==> src/rtl/core/piaw_pkg.sv <==
// Shared constants for the PI controller core: data width and the
// configuration register map. No dependencies.
package piaw_pkg;

  localparam int DATA_W    = 32;
  localparam int CFG_IDX_W = 3;

  typedef logic [CFG_IDX_W-1:0] cfg_idx_t;
  typedef logic signed [DATA_W-1:0] q16_t;

  localparam cfg_idx_t REG_SOURCE_SELECT = 3'd0;
  localparam cfg_idx_t REG_PROP_GAIN     = 3'd1;
  localparam cfg_idx_t REG_INTEG_GAIN    = 3'd2;
  localparam cfg_idx_t REG_OFFSET_TERM   = 3'd3;
  localparam cfg_idx_t REG_REF_GAIN      = 3'd4;
  localparam cfg_idx_t REG_UPPER_BOUND   = 3'd5;
  localparam cfg_idx_t REG_LOWER_BOUND   = 3'd6;

  localparam logic [1:0] SRC_OFF      = 2'd0;
  localparam logic [1:0] SRC_FLOW     = 2'd1;
  localparam logic [1:0] SRC_GAS      = 2'd2;
  localparam logic [1:0] SRC_RESERVED = 2'd3;

endpackage

==> src/rtl/core/pi_controller_antiwindup_feedforward_core.sv <==
// PI controller with feedforward and back-calculation anti-windup, Q16.16.
// Depends on piaw_pkg for the data width and the register map.

// One input word is one control tick and yields one output word. A tick
// runs S_INT, S_M1, S_M2, S_M3 and S_CLAMP, then S_WRITE, which loads the
// output register, when the drive is not clamped or the integral gain is
// zero; when it is clamped it runs S_DIFF, S_ABS and S_OVF, then S_SAT if
// the back-calculated integral is known to saturate, else S_DIV first. A
// single 32x32 multiplier is used three times in a row, and the
// back-calculation runs a restoring divider that produces one quotient bit
// per cycle. With the source off an accepted tick goes straight to S_WRITE.
// The input stalls for the whole tick and accepts the next word at the edge
// after the result has moved into the output register, even while that
// register still waits for the consumer; a stalled consumer holds the tick
// in its last state until the output register is free.
// Source 0 clears the integral and outputs zero. Configuration writes are
// always ready and must be issued while no tick is in progress.
module pi_controller_antiwindup_feedforward_core (
  input  logic                       clk,
  input  logic                       rst_n,
  input  logic                       in_valid,
  output logic                       in_stall,
  input  piaw_pkg::q16_t             in_flow_measure,
  input  piaw_pkg::q16_t             in_flow_target,
  input  piaw_pkg::q16_t             in_gas_measure,
  input  piaw_pkg::q16_t             in_gas_limit,
  output logic                       out_valid,
  input  logic                       out_stall,
  output piaw_pkg::q16_t             out_drive_value,
  input  logic                       cfg_valid,
  output logic                       cfg_ready,
  input  piaw_pkg::cfg_idx_t         cfg_index,
  input  logic [piaw_pkg::DATA_W-1:0] cfg_data
);
  import piaw_pkg::*;

  localparam logic [3:0] S_IDLE  = 4'd0;
  localparam logic [3:0] S_INT   = 4'd1;
  localparam logic [3:0] S_M1    = 4'd2;
  localparam logic [3:0] S_M2    = 4'd3;
  localparam logic [3:0] S_M3    = 4'd4;
  localparam logic [3:0] S_CLAMP = 4'd5;
  localparam logic [3:0] S_DIFF  = 4'd6;
  localparam logic [3:0] S_ABS   = 4'd7;
  localparam logic [3:0] S_OVF   = 4'd8;
  localparam logic [3:0] S_DIV   = 4'd9;
  localparam logic [3:0] S_SAT   = 4'd10;
  localparam logic [3:0] S_WRITE = 4'd11;

  // Configuration and controller state.
  logic [1:0] src_r;
  q16_t       kp_r, ki_r, offs_r, rg_r, ub_r, lb_r;
  q16_t       integ_r, integ_nxt;
  logic [3:0] state_r, state_nxt;
  logic       out_valid_r;

  // Datapath registers.
  q16_t               ref_r, e_r, drive_r, out_drive_r;
  logic signed [63:0] prod_r, acc_r, u1_r;
  logic [31:0]        km_r, rem_r;
  logic [32:0]        quo_r;
  logic [5:0]         cnt_r;
  logic               neg_r, ovf_r;

  logic accept;
  assign accept    = in_valid && !in_stall;
  assign in_stall  = (state_r != S_IDLE);
  assign cfg_ready = 1'b1;
  assign out_valid = out_valid_r;
  assign out_drive_value = out_drive_r;

  function automatic q16_t sat33(input logic signed [32:0] v);
    if (v[32] != v[31]) begin
      sat33 = v[32] ? q16_t'(32'sh80000000) : q16_t'(32'sh7FFFFFFF);
    end else begin
      sat33 = v[31:0];
    end
  endfunction

  // Source selection and saturated error at acceptance.
  q16_t ref_sel, meas_sel, e_sel;
  always_comb begin
    ref_sel  = '0;
    meas_sel = '0;
    unique case (src_r)
      SRC_FLOW: begin
        ref_sel  = in_flow_target;
        meas_sel = in_flow_measure;
      end
      SRC_GAS: begin
        ref_sel  = in_gas_limit;
        meas_sel = in_gas_measure;
      end
      SRC_OFF, SRC_RESERVED: begin
        ref_sel  = '0;
        meas_sel = '0;
      end
    endcase
    e_sel = sat33({ref_sel[31], ref_sel} - {meas_sel[31], meas_sel});
  end

  // The shared multiplier; its operands follow the sequencer.
  q16_t               mul_a, mul_b;
  logic signed [63:0] prod;
  always_comb begin
    unique case (state_r)
      S_INT:   begin mul_a = e_r;     mul_b = kp_r; end
      S_M1:    begin mul_a = rg_r;    mul_b = ref_r; end
      default: begin mul_a = integ_r; mul_b = ki_r; end
    endcase
    prod = 64'(mul_a) * 64'(mul_b);
  end

  // Products are floored by an arithmetic shift of the fraction bits.
  logic signed [63:0] prod_q;
  assign prod_q = {{16{prod_r[63]}}, prod_r[63:16]};

  // Clamp: the upper bound first, then the lower bound.
  logic signed [63:0] ub_ext, lb_ext, clamp_v;
  logic               clamped;
  always_comb begin
    ub_ext  = {{32{ub_r[31]}}, ub_r};
    lb_ext  = {{32{lb_r[31]}}, lb_r};
    clamp_v = acc_r;
    clamped = 1'b0;
    if (acc_r > ub_ext) begin
      clamp_v = ub_ext;
      clamped = 1'b1;
    end
    if (clamp_v < lb_ext) begin
      clamp_v = lb_ext;
      clamped = 1'b1;
    end
  end

  // One restoring division step.
  logic [32:0] trial;
  logic        q_bit;
  logic [31:0] rem_step;
  always_comb begin
    trial    = {rem_r, quo_r[32]};
    q_bit    = (trial >= {1'b0, km_r});
    rem_step = q_bit ? 32'(trial - {1'b0, km_r}) : trial[31:0];
  end

  logic ovf_now;
  assign ovf_now = (acc_r >= {15'd0, km_r, 17'd0});

  // Saturated back-calculated integral from the quotient.
  q16_t sat_q;
  always_comb begin
    if (neg_r) begin
      sat_q = (ovf_r || quo_r >= 33'h080000000) ? q16_t'(32'sh80000000)
                                                : q16_t'(-quo_r[31:0]);
    end else begin
      sat_q = (ovf_r || quo_r >= 33'h07FFFFFFF) ? q16_t'(32'sh7FFFFFFF)
                                                : q16_t'(quo_r[31:0]);
    end
  end

  // Sequencer next state and integral update.
  always_comb begin
    state_nxt = state_r;
    integ_nxt = integ_r;
    unique case (state_r)
      S_IDLE: begin
        if (accept) begin
          if (src_r == SRC_OFF) begin
            integ_nxt = '0;
            state_nxt = S_WRITE;
          end else begin
            state_nxt = S_INT;
          end
        end
      end
      S_INT: begin
        integ_nxt = sat33({integ_r[31], integ_r} + {e_r[31], e_r});
        state_nxt = S_M1;
      end
      S_M1:  state_nxt = S_M2;
      S_M2:  state_nxt = S_M3;
      S_M3:  state_nxt = S_CLAMP;
      S_CLAMP: begin
        if (!clamped) begin
          state_nxt = S_WRITE;
        end else if (ki_r == '0) begin
          integ_nxt = '0;
          state_nxt = S_WRITE;
        end else begin
          state_nxt = S_DIFF;
        end
      end
      S_DIFF: state_nxt = S_ABS;
      S_ABS:  state_nxt = S_OVF;
      S_OVF:  state_nxt = ovf_now ? S_SAT : S_DIV;
      S_DIV:  state_nxt = (cnt_r == '0) ? S_SAT : S_DIV;
      S_SAT: begin
        integ_nxt = sat_q;
        state_nxt = S_WRITE;
      end
      S_WRITE: begin
        if (!out_valid_r || !out_stall) begin
          state_nxt = S_IDLE;
        end
      end
      default: state_nxt = S_IDLE;
    endcase
  end

  logic out_load;
  assign out_load = (state_r == S_WRITE) && (!out_valid_r || !out_stall);

  always_ff @(posedge clk) begin
    if (!rst_n) begin
      state_r     <= S_IDLE;
      out_valid_r <= 1'b0;
      integ_r     <= '0;
      src_r       <= SRC_OFF;
      kp_r        <= '0;
      ki_r        <= '0;
      offs_r      <= '0;
      rg_r        <= '0;
      ub_r        <= '0;
      lb_r        <= '0;
    end else begin
      state_r <= state_nxt;
      integ_r <= integ_nxt;
      if (out_load) begin
        out_valid_r <= 1'b1;
      end else if (!out_stall) begin
        out_valid_r <= 1'b0;
      end
      if (cfg_valid && cfg_ready) begin
        unique case (cfg_index)
          REG_SOURCE_SELECT: src_r  <= cfg_data[1:0];
          REG_PROP_GAIN:     kp_r   <= cfg_data;
          REG_INTEG_GAIN:    ki_r   <= cfg_data;
          REG_OFFSET_TERM:   offs_r <= cfg_data;
          REG_REF_GAIN:      rg_r   <= cfg_data;
          REG_UPPER_BOUND:   ub_r   <= cfg_data;
          REG_LOWER_BOUND:   lb_r   <= cfg_data;
          default: ;
        endcase
      end
    end
  end

  // Datapath registers carry no reset.
  always_ff @(posedge clk) begin
    prod_r <= prod;
    if (out_load) begin
      out_drive_r <= drive_r;
    end
    unique case (state_r)
      S_IDLE: begin
        ref_r   <= ref_sel;
        e_r     <= e_sel;
        drive_r <= '0;
      end
      S_M1:    acc_r <= prod_q + {{32{offs_r[31]}}, offs_r};
      S_M2:    acc_r <= acc_r + prod_q;
      S_M3: begin
        u1_r  <= acc_r;
        acc_r <= acc_r + prod_q;
      end
      S_CLAMP: begin
        acc_r   <= clamp_v;
        drive_r <= clamp_v[31:0];
      end
      S_DIFF:  acc_r <= acc_r - u1_r;
      S_ABS: begin
        neg_r <= acc_r[63] ^ ki_r[31];
        acc_r <= acc_r[63] ? -acc_r : acc_r;
        km_r  <= ki_r[31] ? 32'(-ki_r) : 32'(ki_r);
      end
      S_OVF: begin
        ovf_r <= ovf_now;
        rem_r <= acc_r[48:17];
        quo_r <= {acc_r[16:0], 16'd0};
        cnt_r <= 6'd32;
      end
      S_DIV: begin
        rem_r <= rem_step;
        quo_r <= {quo_r[31:0], q_bit};
        cnt_r <= cnt_r - 6'd1;
      end
      default: ;
    endcase
  end

`ifndef NO_ASSERTIONS
  // A tick in progress blocks the next input word.
  a_busy_after_accept: assert property (@(posedge clk) disable iff (!rst_n)
    accept |=> in_stall)
    else $error("input accepted again while a tick is in progress");

  // With the source off, the integral is cleared by the tick.
  a_off_clears_integ: assert property (@(posedge clk) disable iff (!rst_n)
    (accept && src_r == SRC_OFF) |=> (integ_r == '0))
    else $error("integral not cleared with source off");

  // During division the partial remainder always stays below the divisor.
  a_rem_below_divisor: assert property (@(posedge clk) disable iff (!rst_n)
    (state_r == S_DIV) |-> (rem_r < km_r))
    else $error("division remainder out of range");
`endif

endmodule

==> config.mk <==
export PLATFORM = sky130hd
export DESIGN_NAME = pi_controller_antiwindup_feedforward_core
export DESIGN_NICKNAME = d
export VERILOG_FILES = /design/src/rtl/core/piaw_pkg.sv /design/src/rtl/core/pi_controller_antiwindup_feedforward_core.sv
export SDC_FILE = /design/constraint.sdc
export NUM_CORES = 2
export LEC_CHECK = 0
export BUFFER_PORTS_ARGS = -buffer_cell sky130_fd_sc_hd__buf_2
export CAP_MARGIN = 20
export CORE_ASPECT_RATIO = 1.25
export CORE_MARGIN = 3
export CORE_UTILIZATION = 45
export DETAILED_ROUTE_END_ITERATION = 12
export PLACE_DENSITY_LB_ADDON = 0.2
export SETUP_SLACK_MARGIN = 0.5
export SYNTH_ARGS = -nofsm -noshare
export SYNTH_HDL_FRONTEND = slang
export SYNTH_SLANG_ARGS = --single-unit
export TNS_END_PERCENT = 10
==> constraint.sdc <==
create_clock -name clk -period 22 [get_ports clk]
set_input_delay 1.1 -clock clk [delete_from_list [all_inputs] [get_ports clk]]
set_output_delay 1.1 -clock clk [all_outputs]
set_load 0.01 [all_outputs]
# After elaboration in Yosys (flattened, before gate mapping)
# Index checks and enable logic that the tools add are counted.
# word_totals
reg_bits	656
inputBits	168
out_inout_bits	35
wordCells	140
# classes
n_addsub	10
mul	1
magnitude_cmp	6
n_eq_ne	29
n_mux	38
n_bitwise	1
reduce_logical	30
# op_table
cell	count
32-bit two-way mux	12
64-bit case mux with 5 select lines	1
32-bit case mux with 2 select lines	4
64-bit two-way mux	3
32-bit case mux with 3 select lines	2
32-bit case mux with 4 select lines	1
33-bit case mux with 2 select lines	1
64-bit by 48-bit adder with 64-bit output	1
64-bit by 49-bit >= comparator with 1-bit output	1
64-bit by 32-bit greater-than comparator with 1-bit output	1
64-bit by 32-bit less-than comparator with 1-bit output	1
32-bit by 32-bit multiplier with 64-bit output	1
32-bit negator	2
64-bit negator	1
64-bit subtractor	1
48-bit by 32-bit adder with 49-bit output	1
4-bit case mux with 12 select lines	1
32-bit by 32-bit adder with 33-bit output	1
33-bit by 31-bit >= comparator with 1-bit output, second input constant	1
33-bit by 32-bit >= comparator with 1-bit output	1
33-bit by 32-bit >= comparator with 1-bit output, second input constant	1
32-bit by 32-bit subtractor with 33-bit output	1
32-bit logical NOT	1
32-bit subtractor	1
32 further kinds	73

# Depth between registers and ports, before layout
# depth
word_depth	6
depth_mapped	39
ltp_nobuf	32

# Worst setup path after synthesis
# OpenSTA, ideal clock, no wires.
# synth_path
path_kind	flip-flop to flip-flop
from	register state_r[3]
to	register prod_r[63]
setup_time_ps	62
arrival_ps	9586
t_required_ps	21938
path_slack_ps	12352
path_stages_with_launch	38
path_buffers	7
period_less_slack_ps	9648
path_cell_list	dfxtp_1 > clkbuf_1 > nor4b_4 > nor2_1 > clkbuf_1 > buf_1 > clkbuf_1 > buf_1 > nand2_1 > nand2_1 > clkbuf_1 > nand2_1 > inv_1 > fa_1 > fa_1 > fa_1 > fa_1 > inv_1 > [... 2 more ...] > fa_1 > inv_1 > fa_1 > inv_1 > fa_1 > ha_1 > clkbuf_1 > a21o_1 > a21o_1 > a21oi_1 > o41ai_1 > a21o_1 > a21o_1 > a21oi_1 > o21bai_1 > a2111oi_0 > a41oi_1 > nand3_1
# synth_via
elab_chain_cells	3
elab_cells_between_ends	5
cone_classes	mul (1); eq/ne (2); mux (2)
# synth_rtl
element	line_no	rtl
start, declared	pi_controller_antiwindup_feedforward_core.sv:54	logic [3:0] state_r, state_nxt;
start signal, assigned	pi_controller_antiwindup_feedforward_core.sv:226	state_r <= state_nxt;
4-bit by 2-bit == test with 1-bit output or 4-bit by 1-bit == test with 1-bit output (tied branches)	pi_controller_antiwindup_feedforward_core.sv:106	unique case (state_r)
32-bit case mux with 2 select lines	pi_controller_antiwindup_feedforward_core.sv:106	
32-bit by 32-bit multiplier with 64-bit output *	pi_controller_antiwindup_feedforward_core.sv:111	prod = 64'(mul_a) * 64'(mul_b);
named net prod[63]	pi_controller_antiwindup_feedforward_core.sv:104	logic signed [63:0] prod;
end signal, assigned	pi_controller_antiwindup_feedforward_core.sv:250	prod_r <= prod;
end, declared	pi_controller_antiwindup_feedforward_core.sv:59	logic signed [63:0] prod_r, acc_r, u1_r;
# Mark *: on every way through the listed nets, which the timed path passes. The rest lies on a longest branch.
# A chain may end at the register's enable or synchronous reset.

# Worst setup path in the final report
# layout_path
from	register state_r[2]
to	register prod_r[60]
# The elaborated chain is that of the path after synthesis.

==> results.txt <==
- The path with the worst hold slack has its endpoint at out_drive_value[22].
* First-pass iteration count of the detailed router: 8
* Final worst-path setup slack: 10.19 ns
- For this run, the register share of the synthesized area comes to 0.2067.
* Worst r2r dst: prod_r[60]
- Die boundary width: 381.9 um
- Once placement completed, the tool counted placed cells totaling 11,340.
* Longest individual stage delay on the worst path: 0.86 ns
* Largest voltage drop on the vdd net: 0.1620 mV
* Final GP Congestion: 0.9955
* Leading register cell type out of synthesis: edfxtp_1
- Capturing element type of the critical path: flip-flop
- The initial antenna violation count is 19.
- Final design instance area without fill: 85,710 um2
- CTS Buf Count: 70
- Total leakage power: 38.81 nW
- In this design, the critical path's most frequently occurring cell is fa_1.
- Counting flops and latches in the post-synthesis netlist gives 640.
* Highest clock rate: 84.66 MHz
* DR iter-0 viols: 7,659
- The number of cells on the worst reg-to-reg path is 31.
- The synthesized netlist occupies a cell area of 79,480 um2.
* Setup Crit Path Kind: reg -> reg
* Library cells used by synthesis: 99
- The Yosys step of the flow raised 0 warnings.
- Antenna-violating nets left: 0
* Unrepaired setup endpoints after global routing: no
* Final number of hold-violating endpoints: 0
* Top cells by instance count after synthesis: 1,286 x inv_1, 1,259 x nand2_1, 1,086 x fa_1
- The number of nets handed over by synthesis was 10,880.
- Area of the core: 174,600 um2
* Total Routing Usage GR: 0.3583
- For this design, the slowest cell found on the critical path is dfxtp_1.
* Ports placed on the boundary: 203
- TritonCTS built the clock tree.
* Post-synth ARST share: 0
- Max Transition Viols Final: 0
* CTS H-tree depth: 3
* Final-stage net count: 10,890
- After synthesis, the mean cell area works out to 8.756 um2.
- Cell accounting for the most synthesized area: fa_1
* Pin count of the biggest net entering global routing: 84
- Slew headroom: 0.2150
* Worst r2r src: state_r[2]
- Depth of the worst hold-timing path: 0
* Total number of vias: 68,920
- Buffers inserted to repair hold after CTS numbered 0.
- Via density per instance: 5.997
- Counting every sink on the clock net gives 640.
- Data on the critical path is required at its endpoint by 22.60 ns.
- At the placement stage, the worst setup path has a slack of 10.38 ns.
- From bottom edge to top edge, the die measures 475.9 um.
- For the pin with the worst max-slew slack, the measured transition is 1.177 ns.
- By area the synthesized netlist is led by fa_1 27%, edfxtp_1 14%, ha_1 8.7%, dfxtp_1 7.0%, inv_1 6.1%.
* Most repeated cell in the gate-level netlist after synthesis: inv_1
- Clk Latency, worst-skew pair: 0.70 ns
- Post-CTS timing repair inserted 0 buffers for setup.
- Port bufs: 201
- Once detailed placement completed, the half-perimeter wirelength came to 252,000 um.
- Of the post-synthesis cell area, the dominant cell type holds 0.2735.
- In this run, synthesis inferred 361 flip-flops with an integrated enable.
* Routed length per instance: 28.58 um
* Clock skew: 0.04204 ns
* Hold Crit Start: drive_r[22]
- Post-Syn Instances: 9,077
- Total negative slack for setup checks: 0 ns
* Hold Crit Class: reg -> reg
- Clock-pin slew of the registers on the worst-case setup and hold paths: 0.07 ns
- The clock period could shrink to 11.81 ns.
- After floorplanning, the core was divided into 171 placement rows.
- Number of remaining DRC errors: 0
* Number of fill cells: 16,870
- For this run, the number of standard cells in the final layout without fillers is 11,490.
* Resized Gates After CTS: 0
- The die covers 181,700 um2.
- The first global-routing pass estimated 473,600 um of wire.
- Final setup violation count: 0
- Clock root buffer: clkbuf_16
- In this run the cell area measured after placement is 83,250 um2.
* Max-Cap Viols: 0
- Dividing total power by cell area gives a power density of 145.7 nW/um2.
- Arrival time of the worst setup path: 12.41 ns
- Initial standard-cell utilization of the core: 0.4552
* Fin crit share: 0.5369
* Setup slack, reg-to-reg: 10.19 ns
- Via count of the first global-routing pass: 68,830
- Of the cells placed in the final design, the portion with a size suffix greater than 1 is 0.06949.
* Area added between synthesis and finish: 7.846%
* Clk buf depth: 3
* Element type at the critical path start: flip-flop
* Largest fanout on the critical path: 62
- Summed over all layers, the routed wires come to 328,500 um.
- Outcome: complete, no violations
- GRT Residual Overflow: 0
[cell type report]
type	instances	area, um2	share of cell area
multi-input cells	6710	56770	0.6623
flip-flops and latches	640	16430	0.1916
inverters	1287	4836	0.05642
well taps	2335	2922	0.03409
repair buffers	373	2355	0.02747
clock buffers	84	1908	0.02226
clock inverters	44	452.9	0.005284
diodes	19	47.55	0.0005547
[per-layer routing]
layer  GRT usage  part of all wire  vias up
li1            -                 -    29970
met1      0.4468              0.37    34440
met2      0.5662              0.45     3566
met3     0.06441             0.095      933
met4      0.2485             0.085        8
met5           0           0.00015        -
[power breakdown]
part           total, mW  switching [mW]  internal [mW]
Combinational       9.10            5.98           3.12
Sequential          2.13           0.409           1.72
Clock               1.27           0.579          0.690
Total               12.5            6.97           5.52
[how the worst max path moves through the flow]
stage                    start    endpoint  slack, ns  cells past startpoint
detailed placement  state_r[2]  prod_r[60]      10.38                     31
CTS                 state_r[2]  prod_r[60]      10.35                     31
floorplan           state_r[3]  prod_r[63]      12.35                     37
global placement    state_r[2]  prod_r[60]      10.09                     30
global route        state_r[2]  prod_r[60]       9.65                     31
finish              state_r[2]  prod_r[60]      10.19                     31
[worst max-delay path, delay by kind of cell, from the launching register on]
| family | cells | cell delay (ns) |
|---|---|---|
| AO/OA/AOI/OAI | 5 | 1.47 |
| XOR/XNOR | 1 | 0.14 |
| adder cells (fa/ha/maj) | 9 | 4.56 |
| buffers and inverters | 6 | 1.95 |
| flip-flops | 1 | 0.86 |
| AND/OR/NAND/NOR | 10 | 2.66 |
[placed cells by master (no fill, tap or decap), types with 40 or more instances in the layout]
master / instances
a31oi_1: 46
inv_1: 1284
a21oi_1: 616
ha_1: 552
o211ai_1: 59
clkbuf_16: 73
buf_4: 168
xor2_1: 105
nand3_1: 86
buf_2: 202
nand2b_1: 63
edfxtp_1: 361
fa_1: 1086
o21a_1: 50
o21bai_1: 40
xnor2_1: 254
a22o_1: 58
nand2_1: 1254
a21o_1: 194
and2_1: 68
o21ai_0: 234
nor2_1: 884
nand4_1: 85
a22oi_1: 115
dfxtp_1: 279
o31ai_1: 51
nor2b_1: 54
nor3_1: 112
[registers in the layout, summed over array words and instances (netlist names), 33 cells and up]
signal	flops
u1_r	64
acc_r	64
quo_r	33
prod_r	48
[cell families (layout without fill, tap and decap cells)]
family / after synthesis / in the layout / synth area share
adders and majority gates: 1647 / 1647 / 0.3616
buffers and inverters: 1727 / 1788 / 0.08213
AOI/OAI and AO/OA: 1792 / 1792 / 0.1465
xor gates and xnor gates: 359 / 359 / 0.03956
other: 1 / 20 / 0.00004718
and+or+nand+nor: 2860 / 2860 / 0.1567
muxes: 51 / 51 / 0.006895
DFF: 640 / 640 / 0.2067
[per-stage QoR]
stage	util	hold WS (ns)	total power, mW
2_1_floorplan	-	0.4003	7.932
3_3_place_gp	0.4767	0.4023	10.96
3_5_place_dp	0.4768	0.4056	11.05
4_1_cts	0.4904	0.4228	12.36
5_1_grt	0.4907	0.4241	13.36
6_report	0.4909	0.4109	12.49
No activity file was read; power rests on OpenSTA's default activity.
